[src/ale_pkg.sv]
// ale_pkg: request and status codes, walk modes and the request plan record
// shared by the array list engine and its request planner
// no dependencies
package ale_pkg;

    typedef enum logic [2:0] {
        REQ_PUSH_BACK  = 3'd0,
        REQ_PUSH_FRONT = 3'd1,
        REQ_POP_FRONT  = 3'd2,
        REQ_POP_BACK   = 3'd3,
        REQ_INSERT     = 3'd4,
        REQ_DELETE     = 3'd5,
        REQ_LOCATE     = 3'd6,
        REQ_READ       = 3'd7
    } t_req;

    typedef enum logic [2:0] {
        ST_OK       = 3'd0,
        ST_FULL     = 3'd1,
        ST_EMPTY    = 3'd2,
        ST_BADPOS   = 3'd3,
        ST_NOTFOUND = 3'd4
    } t_status;

    // direction of the walk over the store
    typedef enum logic [1:0] {
        MODE_UP   = 2'd0,   // open a gap, entries move to higher indexes
        MODE_DOWN = 2'd1,   // close a gap, entries move to lower indexes
        MODE_SCAN = 2'd2,   // compare entries from the front
        MODE_READ = 2'd3    // fetch a single entry
    } t_mode;

    // where the affected slot lies
    typedef enum logic [1:0] {
        AT_ZERO  = 2'd0,
        AT_COUNT = 2'd1,
        AT_LAST  = 2'd2,
        AT_POS   = 2'd3
    } t_at;

    typedef struct packed {
        logic    walk;
        t_status status;
        t_mode   mode;
        t_at     at_sel;
    } t_plan;

endpackage

[src/ale_plan.sv]
// ale_plan: checks a request against the element count and picks the walk
// depends on ale_pkg
module ale_plan
    import ale_pkg::*;
#(
    parameter int LIST_DEPTH = 16
) (
    input  t_req                              i_req,
    input  logic [4:0]                        i_position,
    input  logic [$clog2(LIST_DEPTH+1)-1:0]   i_count,
    output t_plan                             o_plan
);

    localparam int CW = $clog2(LIST_DEPTH + 1);
    localparam int WW = ((CW > 5) ? CW : 5) + 1;

    logic          full;
    logic          empty;
    logic [WW-1:0] pos_w;
    logic [WW-1:0] cnt_w;

    assign full  = (i_count >= CW'(LIST_DEPTH));
    assign empty = (i_count == '0);
    assign pos_w = WW'(i_position);
    assign cnt_w = WW'(i_count);

    always_comb begin
        o_plan.walk   = 1'b1;
        o_plan.status = ST_OK;
        o_plan.mode   = MODE_UP;
        o_plan.at_sel = AT_ZERO;
        case (i_req)
            REQ_PUSH_BACK, REQ_PUSH_FRONT: begin
                o_plan.at_sel = (i_req == REQ_PUSH_BACK) ? AT_COUNT : AT_ZERO;
                if (full) begin
                    o_plan.walk   = 1'b0;
                    o_plan.status = ST_FULL;
                end
            end
            REQ_POP_FRONT, REQ_POP_BACK: begin
                o_plan.mode   = MODE_DOWN;
                o_plan.at_sel = (i_req == REQ_POP_FRONT) ? AT_ZERO : AT_LAST;
                if (empty) begin
                    o_plan.walk   = 1'b0;
                    o_plan.status = ST_EMPTY;
                end
            end
            REQ_INSERT: begin
                o_plan.at_sel = AT_POS;
                if (full) begin
                    o_plan.walk   = 1'b0;
                    o_plan.status = ST_FULL;
                end else if (pos_w == '0 || pos_w > cnt_w + WW'(1)) begin
                    o_plan.walk   = 1'b0;
                    o_plan.status = ST_BADPOS;
                end
            end
            REQ_DELETE: begin
                o_plan.mode   = MODE_DOWN;
                o_plan.at_sel = AT_POS;
                if (empty) begin
                    o_plan.walk   = 1'b0;
                    o_plan.status = ST_EMPTY;
                end else if (pos_w == '0 || pos_w > cnt_w) begin
                    o_plan.walk   = 1'b0;
                    o_plan.status = ST_BADPOS;
                end
            end
            REQ_LOCATE: begin
                o_plan.mode = MODE_SCAN;
            end
            REQ_READ: begin
                o_plan.mode = MODE_READ;
                if (empty) begin
                    o_plan.walk   = 1'b0;
                    o_plan.status = ST_EMPTY;
                end else if (pos_w >= cnt_w) begin
                    o_plan.walk   = 1'b0;
                    o_plan.status = ST_BADPOS;
                end
            end
            default: begin
                o_plan.walk   = 1'b0;
                o_plan.status = ST_BADPOS;
            end
        endcase
    end

endmodule

[src/array_list_engine_unit.sv]
// array_list_engine_unit: top level of the array list engine, with the list
// store, the walk sequencer and the stream ports
// depends on ale_pkg and ale_plan
//
// Keeps an ordered list of signed 32-bit words in a store of LIST_DEPTH
// entries plus an element count, and answers every request transfer with
// exactly one result transfer. A request (kind in s_axis_tuser) can push at
// the back or front, pop at the front or back, insert or delete at a 1-based
// position, locate the first entry equal to a value, or read the entry at a
// 0-based index. The store is a single memory with one write and one
// registered read port, and one walker steps over it one entry a cycle: a
// shifting request moves each later entry once, a locate compares entries
// from the front until the first match. A request occupies the block from
// acceptance until its result is placed in the output register: it walks
// the touched entries through the registered read port, then waits in the
// done state for the output register; a refused request skips the walk.
// s_axis_tready is high only between requests; a result waiting in the
// output register does not hold up the next request, only the result of
// that next one. After reset the list is empty and no clearing pass is run:
// entries are only ever read below the element count.
module array_list_engine_unit
    import ale_pkg::*;
#(
    parameter int LIST_DEPTH = 16
) (
    input  logic        i_clk,
    input  logic        i_rst_n,
    // request side
    input  logic        s_axis_tvalid,
    output logic        s_axis_tready,
    input  logic [39:0] s_axis_tdata,   // position[4:0], data_value[36:5], zero fill
    input  logic [2:0]  s_axis_tuser,   // req_type[2:0]
    // result side
    output logic        m_axis_tvalid,
    input  logic        m_axis_tready,
    output logic [47:0] m_axis_tdata,   // found_index[3:0], read_value[35:4],
                                        // list_count[40:36], zero fill
    output logic [2:0]  m_axis_tuser    // status[2:0]
);

    localparam int CW = $clog2(LIST_DEPTH + 1);   // element count width
    localparam int AW = $clog2(LIST_DEPTH);       // store index width

    typedef enum logic [1:0] {
        S_IDLE,
        S_WALK,
        S_DONE
    } t_state;

    // request fields
    t_req        in_req;
    logic [4:0]  in_pos;
    logic [31:0] in_val;
    t_plan       plan;

    // sequencer registers
    t_state        r_state;
    logic [CW-1:0] r_count;
    t_mode         r_mode;
    logic [CW-1:0] r_at;       // affected slot, receives the new value
    logic [AW-1:0] r_ptr;      // next index to read
    logic [CW-1:0] r_left;     // reads still to issue
    logic          r_pend;     // read data arrives this cycle
    logic [AW-1:0] r_pend_idx; // index that read data came from
    logic [31:0]   r_val;

    // result being built and the output register
    t_status     r_res_status;
    logic [3:0]  r_res_found;
    logic [31:0] r_res_readv;
    logic        r_out_valid;
    t_status     r_out_status;
    logic [3:0]  r_out_found;
    logic [31:0] r_out_readv;
    logic [4:0]  r_out_count;

    // list store
    logic [31:0]   mem [LIST_DEPTH];
    logic [31:0]   r_mem_q;
    logic          mem_we;
    logic [AW-1:0] mem_waddr;
    logic [31:0]   mem_wdata;
    logic          mem_re;

    // values derived at acceptance
    logic [CW-1:0] acc_at;
    logic [CW-1:0] acc_left;
    logic [AW-1:0] acc_ptr;

    logic          accept;
    logic          walk_end;
    logic          match;
    logic          out_load;

    assign in_req = t_req'(s_axis_tuser);
    assign in_pos = s_axis_tdata[4:0];
    assign in_val = s_axis_tdata[36:5];

    assign s_axis_tready = (r_state == S_IDLE);
    assign accept        = s_axis_tvalid && s_axis_tready;

    ale_plan #(
        .LIST_DEPTH (LIST_DEPTH)
    ) u_plan (
        .i_req      (in_req),
        .i_position (in_pos),
        .i_count    (r_count),
        .o_plan     (plan)
    );

    // slot, read start and walk length for the accepted request
    always_comb begin
        case (plan.at_sel)
            AT_ZERO:  acc_at = '0;
            AT_COUNT: acc_at = r_count;
            AT_LAST:  acc_at = r_count - CW'(1);
            AT_POS:   acc_at = CW'(in_pos) - CW'(1);
            default:  acc_at = '0;
        endcase
        case (plan.mode)
            MODE_UP: begin
                acc_left = r_count - acc_at;
                acc_ptr  = AW'(r_count - CW'(1));
            end
            MODE_DOWN: begin
                acc_left = r_count - CW'(1) - acc_at;
                acc_ptr  = AW'(acc_at + CW'(1));
            end
            MODE_SCAN: begin
                acc_left = r_count;
                acc_ptr  = '0;
            end
            MODE_READ: begin
                acc_left = CW'(1);
                acc_ptr  = AW'(in_pos);
            end
            default: begin
                acc_left = '0;
                acc_ptr  = '0;
            end
        endcase
    end

    // walk finishes once every read is issued and its data has been used
    assign walk_end = (r_state == S_WALK) && !r_pend && (r_left == '0);
    assign match    = (r_state == S_WALK) && r_pend && (r_mode == MODE_SCAN)
                      && (r_mem_q == r_val);
    assign mem_re   = (r_state == S_WALK) && (r_left != '0);

    // finished result moves to the output register once that is free or draining
    assign out_load = (r_state == S_DONE) && (!r_out_valid || m_axis_tready);

    // shared write port: shifted entries during the walk, new value at the end of an up walk
    always_comb begin
        mem_we    = 1'b0;
        mem_waddr = '0;
        mem_wdata = r_mem_q;
        if (r_state == S_WALK) begin
            if (r_pend && r_mode == MODE_UP) begin
                mem_we    = 1'b1;
                mem_waddr = r_pend_idx + AW'(1);
            end else if (r_pend && r_mode == MODE_DOWN) begin
                mem_we    = 1'b1;
                mem_waddr = r_pend_idx - AW'(1);
            end else if (walk_end && r_mode == MODE_UP) begin
                mem_we    = 1'b1;
                mem_waddr = AW'(r_at);
                mem_wdata = r_val;
            end
        end
    end

    always_ff @(posedge i_clk) begin
        if (mem_we) begin
            mem[mem_waddr] <= mem_wdata;
        end
        if (mem_re) begin
            r_mem_q <= mem[r_ptr];
        end
    end

    // sequencer and output register
    always_ff @(posedge i_clk) begin
        if (!i_rst_n) begin
            r_state     <= S_IDLE;
            r_count     <= '0;
            r_left      <= '0;
            r_pend      <= 1'b0;
            r_out_valid <= 1'b0;
        end else begin
            if (out_load) begin
                r_out_valid <= 1'b1;
            end else if (r_out_valid && m_axis_tready) begin
                r_out_valid <= 1'b0;
            end
            case (r_state)
                S_IDLE: begin
                    if (accept) begin
                        r_val        <= in_val;
                        r_mode       <= plan.mode;
                        r_at         <= acc_at;
                        r_ptr        <= acc_ptr;
                        r_left       <= plan.walk ? acc_left : '0;
                        r_pend       <= 1'b0;
                        r_res_status <= plan.status;
                        r_res_found  <= '0;
                        r_res_readv  <= '0;
                        r_state      <= plan.walk ? S_WALK : S_DONE;
                    end
                end
                S_WALK: begin
                    // issue the next read
                    if (r_left != '0) begin
                        r_ptr      <= (r_mode == MODE_UP) ? r_ptr - AW'(1)
                                                          : r_ptr + AW'(1);
                        r_left     <= r_left - CW'(1);
                        r_pend     <= 1'b1;
                        r_pend_idx <= r_ptr;
                    end else begin
                        r_pend <= 1'b0;
                    end
                    // use the data read in the previous cycle
                    if (match) begin
                        r_res_status <= ST_OK;
                        r_res_found  <= 4'(r_pend_idx);
                        r_state      <= S_DONE;
                    end else if (r_pend && r_mode == MODE_READ) begin
                        r_res_readv <= r_mem_q;
                    end
                    if (walk_end) begin
                        case (r_mode)
                            MODE_UP:   r_count <= r_count + CW'(1);
                            MODE_DOWN: r_count <= r_count - CW'(1);
                            MODE_SCAN: r_res_status <= ST_NOTFOUND;
                            default:   r_count <= r_count;
                        endcase
                        r_state <= S_DONE;
                    end
                end
                S_DONE: begin
                    if (out_load) begin
                        r_out_status <= r_res_status;
                        r_out_found  <= r_res_found;
                        r_out_readv  <= r_res_readv;
                        r_out_count  <= 5'(r_count);
                        r_state      <= S_IDLE;
                    end
                end
                default: begin
                    r_state <= S_IDLE;
                end
            endcase
        end
    end

    assign m_axis_tvalid = r_out_valid;
    assign m_axis_tuser  = r_out_status;
    assign m_axis_tdata  = {7'd0, r_out_count, r_out_readv, r_out_found};

endmodule
[config.mk]
export PLATFORM = sky130hd
export DESIGN_NAME = array_list_engine_unit
export DESIGN_NICKNAME = d
export VERILOG_FILES = /design/src/ale_pkg.sv /design/src/ale_plan.sv /design/src/array_list_engine_unit.sv
export SDC_FILE = /design/constraint.sdc
export NUM_CORES = 1
export LEC_CHECK = 0
export BUFFER_PORTS_ARGS = -buffer_cell sky130_fd_sc_hd__buf_2
export CAP_MARGIN = 25
export CELL_PAD_IN_SITES_DETAIL_PLACEMENT = 1
export CELL_PAD_IN_SITES_GLOBAL_PLACEMENT = 2
export CORE_ASPECT_RATIO = 0.8
export CORE_MARGIN = 3
export CORE_UTILIZATION = 49
export CTS_BUF_LIST = sky130_fd_sc_hd__clkbuf_16
export CTS_CLUSTER_SIZE = 14
export DETAILED_ROUTE_END_ITERATION = 8
export PLACE_DENSITY = 0.92
export SYNTH_ARGS = -nofsm -noshare
export SYNTH_HDL_FRONTEND = slang
export SYNTH_HIERARCHICAL = 1
export SYNTH_SLANG_ARGS = --single-unit
[constraint.sdc]
create_clock -name i_clk -period 5.3 [get_ports i_clk]
set_input_delay 1.06 -clock i_clk [delete_from_list [all_inputs] [get_ports i_clk]]
set_output_delay 1.06 -clock i_clk [all_outputs]
set_load 0.02 [all_outputs]
==> flow_summary.toml <==
[outcome]
status = "finished, final reports clean"

[timing]
fin_skew_ns = 0.02568
fin_crit_ns = 3.844
setup_viol = 0
slew_viol_final = 0
min_period_over_period_pct = 72.52
fin_ws_ns = 1.456
hold_viol_final = 0
tns_ns = 0
max_slew_margin_pct = 32.39
max_freq_mhz = 260.2
tightestPinTransition_ns = 1.004
grt_setup_unrepaired = "no"

[routing]
drc = 0
top_layer = "met4"
wl_per_cell_um = 29.40
wl_met3_um = 5185
wl_met1_um = 27230
viasPerCell = 6.055
num_vias = 13850
dr_wl_met2_um = 33230
drt_pass1_iterations = 7
dr.first_iter.drc_count = 1537
wl_um = 67250
ant_nets = 0

[worst_hold_path]
min_to = "r_out_readv[31]$_DFFE_PP_"
min_path_cells = 0
hp-start = "r_res_readv[31]$_SDFFCE_PN0P_"
hold_class = "register to register"

[logic_synthesis]
synth_seq_area_share_pct = 74.41
synth_edf_count = 673
synth_area_per_cell_sq_um = 20.32
synth_cell_types = 63
yosysWarningCount = 6
synth_async_sr_flop_share_pct = 0
ys_ff_latch = 687
ys.flop_type = "edfxtp_1"
synthCells = 1355
synth_area_sq_um = 27540

[worst_setup_path]
worstPathArrival_ns = 4.06
crit_path_cell_trace = "inv_1 > ha_1 > or4b_4 > nor4_4 > buf_4 > a22oi_1 > or2_1 > nor3_2 > buf_4"
cp-start-kind = "register"
worstPathMaxFanout = 35
slowest_stage = "buf_4"
crit_family = "buffers and inverters"
worst-path-buf-inv = 3
rr_startpoint = "r_left[0]$_SDFFE_PN0P_"
critPathMostFrequentCell = "buf_4"
crit_path_end_kind = "register"
rr_worst_depth = 9
r2r_end = "mem[5][18]$_DFFE_PP_"
worstPathRequired_ns = 5.52
max_stage_delay_ns = 0.64
path_class = "register to register"
r2r_slack_ns = 1.46

[final_layout]
diodes = 0
area_growth_pct = 13.36
layout-drive-gt1-share_pct = 28.82
final_net_count = 1562

[placement]
preCtsSetupSlack_ns = 1.172
hpwl_um = 38160
gp_congestion = 0.7800
io_buffers = 89

[pwr]
p_seq_share_pct = 53.2
p_sw_mw = 2.508
pwr-share-clk_pct = 39.9
max-vdd-ir-drop_v = 0.0002728
power_density_nw_per_um2 = 367.1
p_leak_nw = 10.12
power_frac_comb_pct = 6.9
sw_frac_of_total_pct = 21.89
p_int_mw = 8.951

[die]
initial_core_util_pct = 49.71
ioPinCount = 100
die_h_um = 218.0
chipWidth_um = 271.0
die_area_sq_um = 59090
placementRows = 77
core_sq_um = 55400

[clock_tree]
hold_buffers = 0
cts_tree = "built"
cts.sink_count = 687
cts.repair.resized = 0
clk_latency_ns = 0.61
clk_pin_slew_ns = 0.06
clockBufferDepth = 3
htree_levels = 3
postCtsSetupRepairBufs = 0
cts_root_buffer = "clkbuf_16"
numCtsBuffers = 68

[grt]
antenna_found_initial = 1
grt_max_degree = 132
grt_overflow = 0
grt_pass1_wl_um = 99320
grt.total_usage_pct = 23.24
grt_pass1_vias = 14490

[job]
maxCapViolCount = 0
## how the worst max path moves through the flow
stage,startpoint,end,slack (ns),cells past startpoint
2_1_floorplan,r_left[0]$_SDFFE_PN0P_,mem[1][0]$_DFFE_PP_,0.77,7
3_3_place_gp,s_axis_tuser[1],r_left[4]$_SDFFE_PN0P_,1.23,14
3_5_place_dp,s_axis_tuser[1],r_left[4]$_SDFFE_PN0P_,1.17,14
4_1_cts,r_left[0]$_SDFFE_PN0P_,mem[9][20]$_DFFE_PP_,1.45,9
5_1_grt,r_left[0]$_SDFFE_PN0P_,mem[5][8]$_DFFE_PP_,1.35,9
6_report,r_left[0]$_SDFFE_PN0P_,mem[5][18]$_DFFE_PP_,1.46,9
## through the flow
| step | power (mW) | cell area, sq um | instances | hold WS, ns | util (%) |
|---|---|---|---|---|---|
| floorplan | 6.748 | 27560 | 1361 | 0.4003 | - |
| global placement | 6.961 | 29090 | 2165 | 0.4073 | 52.51 |
| detailed placement | 6.997 | 29120 | 2167 | 0.4056 | 52.57 |
| CTS | 11.55 | 31220 | 2287 | 0.4203 | 56.35 |
| global route | 11.86 | 31220 | 2287 | 0.4262 | 56.35 |
| finish | 11.46 | 31220 | 2287 | 0.4194 | 56.35 |
## synth_stat cells, drive strengths merged (3+ instances only)
cell,instances,area (sq um)
o311ai,5,43.79
a32o,5,50.05
o211ai,3,22.52
or2,3,18.77
nor4,4,40.04
clkbuf,47,176.4
buf,25,138.9
mux2,32,360.4
mux4,160,3603
xor2,5,43.79
nand2,30,112.6
nand4,9,56.30
a22oi,5,37.54
ha,26,325.3
edfxtp,673,20210
nand2b,9,56.30
a31oi,6,37.54
nor2b,11,68.82
a22o,3,26.28
a211oi,3,22.52
nand3,16,80.08
o21ai,19,95.09
inv,27,101.4
o32ai,3,26.28
and3,3,18.77
nor3,19,106.4
a21o,5,37.54
and2,41,256.5
nor2,27,108.9
xnor2,53,464.2
a21boi,5,37.54
dfxtp,14,280.3
a21oi,22,121.4
mux2i,4,40.04
nor3b,5,37.54
## final cells by class
type	count	area, sq um
multi-input combinational	575	6775
tap	750	938.4
sequential	687	20490
fill	4794	24180
inverter	27	101.3
timing repair buffer	128	818.3
clock buffer	69	1727
clock inverter	51	366.6
## cells in the final DEF, fill, tap and decap left out, types with 30 or more instances in the layout
master     Yosys  routed
edfxtp_1     673     673
nand2_1       30      30
buf_2         12      90
mux4_2       160     160
and2_1        41      40
xnor2_1       53      53
buf_4          8      32
inv_1         27      48
mux2_2        32      32
clkbuf_16      0      69
## power groups by stage
stage / sequential [mW] / clock (mW) / combinational, mW
6_report: 6.09 / 4.58 / 0.793
5_1_grt: 6.09 / 4.91 / 0.858
4_1_cts: 6.09 / 4.66 / 0.800
3_5_place_dp: 6.21 / 0 / 0.791
3_3_place_gp: 6.21 / 0 / 0.755
2_1_floorplan: 6.20 / 0 / 0.545
## layer usage
metal | vias up | track usage, %
met5 | - | 0
met4 | 0 | 6.039
met3 | 105 | 4.851
met2 | 593 | 37.85
met1 | 7384 | 32.46
li1 | 5765 | -
## cells by family after synthesis
family                   after synthesis  synth area share, %
AO/OA/AOI/OAI                         99                2.490
buffers and inverters                 99                1.513
multiplexers                         196                14.54
other                                  2              0.02727
XOR/XNOR                              58                1.845
adder cells (fa/ha/maj)               28                1.327
flip-flops                           687                74.41
AND/OR/NAND/NOR                      186                3.849
## sequential cells by signal (all words and copies together) (netlist names)
register / flops
mem: 512
r_mem_q: 32
r_out_readv: 32
r_res_readv: 32
r_val: 32
r_count: 5
r_left: 5
r_out_count: 5
r_at: 4
r_out_found: 4
r_pend_idx: 4
r_ptr: 4
r_res_found: 4
m_axis_tuser: 3
r_res_status: 3
r_mode: 2
r_state: 2
m_axis_tvalid: 1
r_pend: 1
Note: power is estimated with default switching activity, not from simulation.
